--- config.mk ---
export PLATFORM = sky130hd
export DESIGN_NAME = q2e_sqrt_cell
export DESIGN_NICKNAME = d
export VERILOG_FILES = /design/src/rtl/q2e_pkg.sv /design/src/rtl/q2e_sqrt_cell.sv
export SDC_FILE = /design/constraint.sdc
export NUM_CORES = 1
export LEC_CHECK = 0
export BUFFER_PORTS_ARGS = -buffer_cell sky130_fd_sc_hd__buf_4
export CORE_MARGIN = 2
export CORE_UTILIZATION = 56
export DETAILED_ROUTE_END_ITERATION = 10
export MAX_ROUTING_LAYER = met4
export PLACE_DENSITY = 0.89
export RECOVER_POWER = 100
export SETUP_SLACK_MARGIN = 0.5
export SLEW_MARGIN = 20
export SYNTH_ARGS = -nofsm -noshare
export SYNTH_HDL_FRONTEND = slang
export SYNTH_SLANG_ARGS = --single-unit
export TNS_END_PERCENT = 1
--- constraint.sdc ---
create_clock -name aclk -period 10.2 [get_ports aclk]
set_input_delay 1.53 -clock aclk [delete_from_list [all_inputs] [get_ports aclk]]
set_output_delay 1.53 -clock aclk [all_outputs]
set_load 0.1 [all_outputs]
--- src/rtl/q2e_pkg.sv ---
// shared constants, types and the arctangent table for the quaternion to euler block
`timescale 1ns / 1ps
`default_nettype none
package q2e_pkg;

    localparam int CORDIC_STAGES_DEF  = 16;
    localparam int QUAT_FRAC_BITS_DEF = 14;
    localparam int ANG_TABLE_LEN      = 24;

    localparam int QUAT_W     = 16;
    localparam int PROD_W     = 2 * QUAT_W;
    localparam int VEC_W      = 36;
    localparam int CORD_W     = 34;
    localparam int ANG_W      = 26;
    localparam int NORM_MSB   = 29;
    localparam int SHIFT_W    = 6;
    localparam int SQRT_W     = 62;
    localparam int SQRT_STEPS = 31;
    localparam int SQRT_TOP   = 60;
    localparam int S30_W      = 31;
    localparam int ROUND_BIAS = 256;
    localparam int ROUND_SH   = 9;

    localparam int YAW_LIM   = 23040;
    localparam int PITCH_LIM = 11520;
    localparam int YAW_W     = 16;
    localparam int PITCH_W   = 15;

    localparam logic signed [ANG_W-1:0] HALF_TURN = ANG_W'(180 * 65536);

    typedef struct packed {
        logic signed [CORD_W-1:0] x;
        logic signed [CORD_W-1:0] y;
        logic signed [ANG_W-1:0]  z;
        logic                     zero;
        logic                     tag;
    } cordic_vec_t;

    typedef struct packed {
        logic [SQRT_W-1:0] n;
        logic [SQRT_W-1:0] res;
        logic [S30_W-1:0]  s30;
        logic              sneg;
        logic              clamp;
    } sqrt_state_t;

    // atan(2^-i) in 2^-16 degree
    function automatic logic signed [ANG_W-1:0] ang_entry(input int idx);
        logic signed [ANG_W-1:0] v;
        case (idx)
            0:       v = ANG_W'(2949120);
            1:       v = ANG_W'(1740967);
            2:       v = ANG_W'(919879);
            3:       v = ANG_W'(466945);
            4:       v = ANG_W'(234379);
            5:       v = ANG_W'(117304);
            6:       v = ANG_W'(58666);
            7:       v = ANG_W'(29335);
            8:       v = ANG_W'(14668);
            9:       v = ANG_W'(7334);
            10:      v = ANG_W'(3667);
            11:      v = ANG_W'(1833);
            12:      v = ANG_W'(917);
            13:      v = ANG_W'(458);
            14:      v = ANG_W'(229);
            15:      v = ANG_W'(115);
            16:      v = ANG_W'(57);
            17:      v = ANG_W'(29);
            18:      v = ANG_W'(14);
            19:      v = ANG_W'(7);
            20:      v = ANG_W'(4);
            21:      v = ANG_W'(2);
            22:      v = ANG_W'(1);
            default: v = '0;
        endcase
        return v;
    endfunction

    // round to 1/128 degree and saturate
    function automatic logic signed [ANG_W:0] sat_angle(
        input logic signed [ANG_W-1:0] z,
        input logic                    zero,
        input int                      lim
    );
        logic signed [ANG_W:0] t;
        t = zero ? '0 : ((ANG_W+1)'(z) + (ANG_W+1)'(ROUND_BIAS));
        t = t >>> ROUND_SH;
        if (t > (ANG_W+1)'(lim)) begin
            t = (ANG_W+1)'(lim);
        end
        if (t < -((ANG_W+1)'(lim))) begin
            t = -((ANG_W+1)'(lim));
        end
        return t;
    endfunction

endpackage
`default_nettype wire

--- src/rtl/q2e_sqrt_cell.sv ---
// one bit of the integer square root, one step of the chain
`timescale 1ns / 1ps
`default_nettype none
module q2e_sqrt_cell #(
    parameter int BIT_POS = 60
) (
    input  wire                   aclk,
    input  wire                   en,
    input  q2e_pkg::sqrt_state_t  in_st,
    output q2e_pkg::sqrt_state_t  out_st
);

    localparam logic [q2e_pkg::SQRT_W-1:0] BIT_V = q2e_pkg::SQRT_W'(1) << BIT_POS;

    q2e_pkg::sqrt_state_t st_reg, st_next;
    logic [q2e_pkg::SQRT_W-1:0] trial;

    always_comb begin
        trial   = in_st.res + BIT_V;
        st_next = in_st;
        if (in_st.n >= trial) begin
            st_next.n   = in_st.n - trial;
            st_next.res = (in_st.res >> 1) + BIT_V;
        end else begin
            st_next.res = in_st.res >> 1;
        end
    end

    always_ff @(posedge aclk) begin
        if (en) begin
            st_reg <= st_next;
        end
    end

    assign out_st = st_reg;

endmodule
`default_nettype wire

==> results.tsv <==
stage	metric	value	unit
outcome	run status	finished, violations left	
outcome	violated checks	max-capacitance violations, max-slew violations	
global_route	antenna violations before repair	0	
setup_path	CP delay by family, top	compound AO/OA/AOI/OAI gates	
detailed_routing	Pre-antenna DRT Iters	5	
detailed_routing	WL met3	1980	um
clock_network	TritonCTS buffer count	17	
detailed_routing	Via density	5.65	
place	number of port buffers	315	
setup_path	CP endpoint kind	flop	
layout	Area Growth Syn to Fin	20.3	%
clock_network	Reg clk slew, reported paths	70	ps
layout	Sequential cell area	4710	um^2
detailed_routing	DR vias	7882	
logic_synthesis	Seq/Total Area, Yosys	47.8	%
logic_synthesis	Cells after Synth	855	
layout	max reg flops	157	
flow_run	maxcap violations	3	
layout	multi-input logic area	4310	um^2
power_and_ir_drop	maximum vdd drop	0.000122	V
detailed_routing	WL met2	13700	um
global_route	Total GRT Usage	28.4	%
detailed_routing	met1 WL	10300	um
timing	Fin. Hold Viols	0	
clock_network	maximum clock path buffer count	2	
detailed_routing	highest routed layer	met4	
clock_network	CTS resizes	0	
layout	Total Nets Final	1378	
setup_path	worst path bufs/invs	3	
detailed_routing	number of remaining DRC errors	0	
setup_path	Crit path required time	10360	ps
global_route	pin count of the biggest net entering global routing	81	
place	GPL Wtd Cong	0.899	
clock_network	H-Tree Depth	4	
logic_synthesis	EDFF count, synth	157	
floorplan	Initial Util	57.3	%
global_route	total global routing overflow	0	
clock_network	CTS tree	done	
clock_network	hold buffers post-CTS	0	
detailed_routing	WL final	26500	um
logic_synthesis	Top FF cell, synth	edfxtp_1	
layout	antenna cell count	0	
setup_path	largest stage delay on the critical path	1750	ps
floorplan	Die H	137	um
setup_path	Worst Setup Start Kind	input pin	
timing	worst rel slew slack	-181	%
timing	period utilisation layout	63.1	%
floorplan	IO Pins	316	
timing	fmax	155	MHz
setup_path	Crit Path Max Fanout	39	
timing	Setup TNS	0	ps
floorplan	core area	17200	um^2
layout	layout cells sized above 1	15.9	%
layout	most frequent cells in the layout	clkbuf_1, edfxtp_1, a21oi_1, inv_1, clkbuf_4	
timing	Tightest Pin Transition	4220	ps
logic_synthesis	synthesized cell area	9870	um^2
floorplan	Cell Rows	48	
place	HPWL after DPL	20400	um
timing	Final Max Slew Viols	147	
min_path	HP Class	input pin to flop	
logic_synthesis	Yosys reg bits	157	
floorplan	Die X	137	um
setup_path	data arrival time of the critical path	6600	ps
clock_network	clock root buffer	clkbuf_16	
global_route	vias in the first global route	7920	
detailed_routing	Antenna Nets Post-Route	0	
setup_path	crit-path cells	clkbuf_1 -> inv_1 -> ha_1 -> nor2b_1 -> o21bai_1 -> a21oi_1 -> o31a_2 -> o2111ai_1 -> a21oi_1 -> a31oi_1 -> o21ai_0 -> a211oi_4 -> clkbuf_1 -> mux2_1	
logic_synthesis	synth unique cells	68	
layout	commonest non-fill, non-tap cell in the layout	clkbuf_1	
timing	RSZ-0062 raised after global routing	false	
detailed_routing	initial DRC count	647	
layout	fill count	1439	
logic_synthesis	Syn Nets	1077	
timing	setup ws final	3760	ps
power_and_ir_drop	PD cells	205	nW/um^2
clock_network	# Post-CTS Setup Buffers	0	
detailed_routing	WL per Instance	19.0	um
setup_path	Crit Path Category	input pin to flop	
timing	min cycle time layout	6440	ps
global_route	first-pass GRT wire length	39700	um
place	pre-CTS setup slack	4910	ps
logic_synthesis	Yosys warning total	0	
clock_network	CTS sink cnt	157	
timing	Min Hold Slack	1290	ps
floorplan	Die Area	18700	um^2
logic_synthesis	Async SR Flop Fraction	0	%
logic_synthesis	Avg Cell Area, Syn	11.5	um^2
timing	final setup vio count	0	
power_and_ir_drop	leakage	0.00487	uW
setup_path	Slowest-stage cell, CP	clkbuf_1	
[power by group]
group | leakage (uW) | internal (uW) | switching, uW | total (uW)
clock network | 0.000290 | 371 | 289 | 661
registers | 0.00154 | 799 | 18.2 | 818
logic | 0.00304 | 200 | 755 | 954
[layout make-up]
class / instances / share of cell area (%)
clock buffers: 18 / 3.61
clock inverters: 14 / 1.45
inverters: 74 / 2.34
multi-input cells: 588 / 36.3
flip-flops and latches: 157 / 39.7
well taps: 225 / 2.37
repair buffers: 318 / 14.3
[worst paths after layout]
path	from	endpoint	slack, ps	cells past startpoint
setup / recovery	in_st[35]	out_st[128]$_DFFE_PP_	3760	14
hold / removal	in_st[32]	out_st[32]$_DFFE_PP_	1290	1
[Yosys cell counts (all sizes together), types with 11 or more instances]
cell,number,area share (%)
a21o,28,2.2
a21oi,85,4.5
a31oi,12,0.91
buf,22,2.1
edfxtp,157,48
ha,62,7.9
inv,74,2.8
mux2,59,8.8
nand2,63,2.4
nand3,11,0.56
nand4,20,1.3
nor2,34,1.3
o21ai,44,2.3
o21bai,11,0.84
xnor2,39,3.5
xor2,22,2.0
[metrics by stage]
stage	total power [uW]	util [%]	cell area (um^2)	std cells
4_1_cts	2550	74.3	12800	1394
2_1_floorplan	1660	-	9870	855
5_1_grt	2510	68.9	11900	1394
3_5_place_dp	1890	70.8	12200	1362
6_report	2430	68.9	11900	1394
3_3_place_gp	1870	70.8	12200	1362
[layer usage]
metal  global-route usage, %  vias up
met2                    49.9      352
met3                    5.63       35
met4                    8.91        0
li1                        -     3752
met5                       -        -
met1                    32.7     3743
[cells by family after synthesis]
family	count (synthesis)	synth area share, %
AND/OR/NAND/NOR	172	8.41
AO/OA/AOI/OAI	230	15.0
multiplexers	62	9.13
adder cells (fa/ha/maj)	63	8.06
flip-flops	157	47.8
XOR/XNOR	61	5.41
buffers and inverters	110	6.17
(Power assumes the default switching activity.)
