$ cat src/rtl/q2e_pkg.sv
// shared constants, types and the arctangent table for the quaternion to euler block
`timescale 1ns / 1ps
`default_nettype none
package q2e_pkg;

    localparam int CORDIC_STAGES_DEF  = 16;
    localparam int QUAT_FRAC_BITS_DEF = 14;
    localparam int ANG_TABLE_LEN      = 24;

    localparam int QUAT_W     = 16;
    localparam int PROD_W     = 2 * QUAT_W;
    localparam int VEC_W      = 36;
    localparam int CORD_W     = 34;
    localparam int ANG_W      = 26;
    localparam int NORM_MSB   = 29;
    localparam int SHIFT_W    = 6;
    localparam int SQRT_W     = 62;
    localparam int SQRT_STEPS = 31;
    localparam int SQRT_TOP   = 60;
    localparam int S30_W      = 31;
    localparam int ROUND_BIAS = 256;
    localparam int ROUND_SH   = 9;

    localparam int YAW_LIM   = 23040;
    localparam int PITCH_LIM = 11520;
    localparam int YAW_W     = 16;
    localparam int PITCH_W   = 15;

    localparam logic signed [ANG_W-1:0] HALF_TURN = ANG_W'(180 * 65536);

    typedef struct packed {
        logic signed [CORD_W-1:0] x;
        logic signed [CORD_W-1:0] y;
        logic signed [ANG_W-1:0]  z;
        logic                     zero;
        logic                     tag;
    } cordic_vec_t;

    typedef struct packed {
        logic [SQRT_W-1:0] n;
        logic [SQRT_W-1:0] res;
        logic [S30_W-1:0]  s30;
        logic              sneg;
        logic              clamp;
    } sqrt_state_t;

    // atan(2^-i) in 2^-16 degree
    function automatic logic signed [ANG_W-1:0] ang_entry(input int idx);
        logic signed [ANG_W-1:0] v;
        case (idx)
            0:       v = ANG_W'(2949120);
            1:       v = ANG_W'(1740967);
            2:       v = ANG_W'(919879);
            3:       v = ANG_W'(466945);
            4:       v = ANG_W'(234379);
            5:       v = ANG_W'(117304);
            6:       v = ANG_W'(58666);
            7:       v = ANG_W'(29335);
            8:       v = ANG_W'(14668);
            9:       v = ANG_W'(7334);
            10:      v = ANG_W'(3667);
            11:      v = ANG_W'(1833);
            12:      v = ANG_W'(917);
            13:      v = ANG_W'(458);
            14:      v = ANG_W'(229);
            15:      v = ANG_W'(115);
            16:      v = ANG_W'(57);
            17:      v = ANG_W'(29);
            18:      v = ANG_W'(14);
            19:      v = ANG_W'(7);
            20:      v = ANG_W'(4);
            21:      v = ANG_W'(2);
            22:      v = ANG_W'(1);
            default: v = '0;
        endcase
        return v;
    endfunction

    // round to 1/128 degree and saturate
    function automatic logic signed [ANG_W:0] sat_angle(
        input logic signed [ANG_W-1:0] z,
        input logic                    zero,
        input int                      lim
    );
        logic signed [ANG_W:0] t;
        t = zero ? '0 : ((ANG_W+1)'(z) + (ANG_W+1)'(ROUND_BIAS));
        t = t >>> ROUND_SH;
        if (t > (ANG_W+1)'(lim)) begin
            t = (ANG_W+1)'(lim);
        end
        if (t < -((ANG_W+1)'(lim))) begin
            t = -((ANG_W+1)'(lim));
        end
        return t;
    endfunction

endpackage
`default_nettype wire

$ cat src/rtl/q2e_cordic_cell.sv
// one vectoring rotation of the cordic chain
`timescale 1ns / 1ps
`default_nettype none
module q2e_cordic_cell #(
    parameter int STAGE = 0
) (
    input  wire                   aclk,
    input  wire                   en,
    input  q2e_pkg::cordic_vec_t  in_vec,
    output q2e_pkg::cordic_vec_t  out_vec
);

    localparam int CW = q2e_pkg::CORD_W;

    logic signed [CW-1:0] cx, cy, xs, ys;
    q2e_pkg::cordic_vec_t vec_reg, vec_next;

    assign cx = in_vec.x;
    assign cy = in_vec.y;
    assign xs = cx >>> STAGE;
    assign ys = cy >>> STAGE;

    always_comb begin
        vec_next = in_vec;
        if (!cy[CW-1]) begin
            vec_next.x = cx + ys;
            vec_next.y = cy - xs;
            vec_next.z = in_vec.z + q2e_pkg::ang_entry(STAGE);
        end else begin
            vec_next.x = cx - ys;
            vec_next.y = cy + xs;
            vec_next.z = in_vec.z - q2e_pkg::ang_entry(STAGE);
        end
    end

    always_ff @(posedge aclk) begin
        if (en) begin
            vec_reg <= vec_next;
        end
    end

    assign out_vec = vec_reg;

endmodule
`default_nettype wire

$ cat config.mk
export PLATFORM = sky130hd
export DESIGN_NAME = q2e_cordic_cell
export DESIGN_NICKNAME = d
export VERILOG_FILES = /design/src/rtl/q2e_pkg.sv /design/src/rtl/q2e_cordic_cell.sv
export SDC_FILE = /design/constraint.sdc
export NUM_CORES = 1
export LEC_CHECK = 0
export ABC_CLOCK_PERIOD_IN_PS = 4300
export BUFFER_PORTS_ARGS = -buffer_cell sky130_fd_sc_hd__buf_4
export CAP_MARGIN = 20
export CORE_MARGIN = 8
export CORE_UTILIZATION = 57
export DETAILED_ROUTE_END_ITERATION = 8
export GPL_TIMING_DRIVEN = 0
export PLACE_DENSITY = 0.9
export REMOVE_ABC_BUFFERS = 1
export SYNTH_ARGS = -nofsm -noshare
export SYNTH_HDL_FRONTEND = slang
export SYNTH_SLANG_ARGS = --single-unit
$ cat constraint.sdc
create_clock -name aclk -period 4.3 [get_ports aclk]
set_clock_uncertainty 0.1 [all_clocks]
set_input_delay 0.86 -clock aclk [delete_from_list [all_inputs] [get_ports aclk]]
set_output_delay 0.86 -clock aclk [all_outputs]
set_load 0.02 [all_outputs]
==> flow_metrics.py <==
metrics = {
    "run_status": {
        "status": "completed",
    },
    "route": {
        "ant_nets": 0,
        "drt-initial-drc-count": 1014,
        "viasPerCell": 6.04,
        "dr_total_vias": 8606,
        "drt_pass1_iterations": 5,
        "post_drt_wl_per_cell_um": 19.4,
        "drc": 0,
        "detail_route.wirelength_um": 27700,
    },
    "finish": {
        "largest_reg_flops": 95,
        "seq_area_um2": 2850,
        "diodes": 0,
        "nNetsFinal": 1413,
        "nFillCells": 1326,
        "syn_to_final_growth_pct": 20.6,
        "final_layout_size_suffix_gt1_frac": 0.188,
        "multi_input_area_um2": 5530,
        "layout.cells.non_filler": 1424,
    },
    "place": {
        "dp_cells": 1407,
        "dp_hpwl_um": 21800,
        "io_buffers": 193,
        "gp_congestion": 0.968,
    },
    "setup_path": {
        "critPathSlowestCell": "o22ai_1",
        "worstPathMaxFanout": 10,
        "crit_path_start_kind": "primary input",
        "cp.arrival_ps": 4070,
        "cpMostUsedCell": "o21ai_1",
        "crit_path_cell_trace": "buf_4 -> inv_1 -> ha_1 -> nor2_1 -> nand4_1 -> o21ai_1 -> o21ai_1 -> o22ai_1 -> a41oi_1 -> o31ai_1 -> a22oi_1 -> xnor2_1",
        "cp_slowest_stage_delay_ps": 460,
        "setup.worst_path.end_class": "flip-flop",
        "worstSetupPathType": "in -> reg",
        "cp.required_ps": 4280,
    },
    "yosys": {
        "synth_cell_types": 68,
        "yosysSeqAreaShare": 0.317,
        "synth.most_common_cell": "a21oi_1",
        "synth_top_area_frac": 0.317,
        "avgSynthCellArea_um2": 8.64,
        "yosysTopAreaCell": "edfxtp_1",
        "synth_edf_count": 95,
        "async_flop_share": 0,
        "ys_warn_count": 0,
        "ys_ff_latch": 95,
        "synth.area.top_cells": "edfxtp_1, ha_1, a21oi_1, xnor2_1, inv_1",
        "synthCells": 1042,
        "synth_area_um2": 9000,
        "synth_common_cells": "a21oi_1, inv_1, ha_1",
        "synthFlopType": "edfxtp_1",
    },
    "global_route": {
        "grt_util_all_layers": 0.265,
        "grt_pass1_wl_um": 42700,
        "grt_overflow_total": 0,
        "grt_pass1_vias": 8185,
        "grt_max_degree": 96,
        "antenna_found_initial": 0,
    },
    "clock_tree": {
        "ctsHtreeMaxLevel": 3,
        "cts_tree": "done",
        "clockBufferDepth": 2,
        "cts_sinks": 95,
        "cts_made_buffers": 9,
        "postCtsSetupBuffers": 0,
        "cts.clk_slew.worst_paths_ps": 70,
        "root_buffer": "clkbuf_16",
    },
    "floorplan": {
        "die_w_um": 142,
        "core_area_um2": 15700,
        "fp.dieArea_um2": 20100,
        "start_util": 0.575,
        "ioPinCount": 194,
        "die_height_um": 142,
        "rows": 46,
    },
    "timing": {
        "relSlewSlack": 0.378,
        "clock.fmax_mhz": 245,
        "setup_viol": 0,
        "slew_violations": 0,
        "hold_viol_final": 0,
        "post-route-period-util": 0.950,
        "fin_crit_ps": 4080,
        "worst_pin_slew_ps": 933,
        "rsz0062_at_grt": "no",
        "setup_tns_ps": 0,
    },
    "run": {
        "maxCapViolCount": 0,
    },
    "power_and_ir_drop": {
        "power_density_nw_per_um2": 324,
        "power.leakage_nw": 4.84,
        "peakVddDrop_mv": 0.250,
    },
    "min_path": {
        "hold_depth": 1,
        "min_path_type": "in -> reg",
    },
}
-- layer usage --
| layer | vias to the layer above | GRT usage | share of wire |
|---|---|---|---|
| li1 | 4037 | - | - |
| met5 | - | 0 | 0 |
| met4 | 0 | 0.0769 | 0.019 |
| met3 | 51 | 0.0534 | 0.10 |
| met2 | 496 | 0.418 | 0.45 |
| met1 | 4022 | 0.361 | 0.43 |
-- cells in the final DEF (no fill, tap or decap), drive strengths merged, types with 4 or more instances in the layout --
cell type,count
o41ai,4
nor2b,15
a21o,18
clkbuf,9
o22ai,4
inv,121
buf,194
or3,5
and3,4
xnor2,62
a31oi,9
nand3,23
o31ai,13
nor3,18
a21oi,129
o31a,6
o21a,6
a221oi,4
nand2b,11
fa,4
edfxtp,95
o311ai,4
a22oi,6
ha,108
or2,5
o21ai,70
o21bai,20
nand4,4
xor2,11
nor4,11
mux2i,13
a211oi,10
o211ai,13
nor2,88
nand2,49
-- where the power goes --
group          switching, mW  total [mW]  internal (mW)  leakage (nW)
Combinational          0.902        1.48          0.578          3.78
Sequential            0.0395        1.25           1.21         0.930
Clock                  0.387       0.792          0.404         0.135
-- worst paths after layout --
kind | slack [ps] | startpoint | to
setup / recovery | 220 | in_vec[35] | out_vec[57]
hold / removal | 590 | in_vec[16] | out_vec[16]
-- per-stage QoR --
stage               power, mW  setup WS [ps]  instance area [um^2]  hold slack (ps)   util
CTS                      3.50            263                 10800              583  0.692
floorplan                2.15            473                  8820              859      -
global route             3.67            188                 10900              581  0.694
finish                   3.52            217                 10900              588  0.694
global placement         2.68          -1400                 10500              938  0.673
detailed placement       2.71           -569                 10500              940  0.673
-- what timing repair did --
item | in CTS | in global routing
resized for setup | 1 | 2
hold buffers | 0 | 0
endpoints found under the setup margin | 2 | 2
-- kinds of logic (layout without fill, tap and decap cells) --
logic type	count (synthesis)	count (layout)	synth area share
AO/OA/AOI/OAI	342	342	0.240
AND/OR/NAND/NOR	245	245	0.128
buffers and inverters	161	327	0.0694
adder cells (fa/ha/maj)	112	112	0.159
flip-flops	95	95	0.317
XOR/XNOR	73	73	0.0710
multiplexers	14	14	0.0157
-- critical path, delay by kind of cell --
| kind | cells | cell delay (ps) |
|---|---|---|
| buffers and inverters | 2 | 140 |
| AND/OR/NAND/NOR | 2 | 370 |
| XOR/XNOR | 1 | 200 |
| AO/OA/AOI/OAI | 6 | 2050 |
| adder cells (fa/ha/maj) | 1 | 430 |
-- final cells by class --
cell class              instances  area share
clock buffers                   9      0.0207
flip-flops and latches         95       0.263
repair buffers                194       0.136
multi-input cells             786       0.509
well taps                     216      0.0249
inverters                     117      0.0411
clock inverters                 7     0.00565
Power figures use the tool's default switching activity.
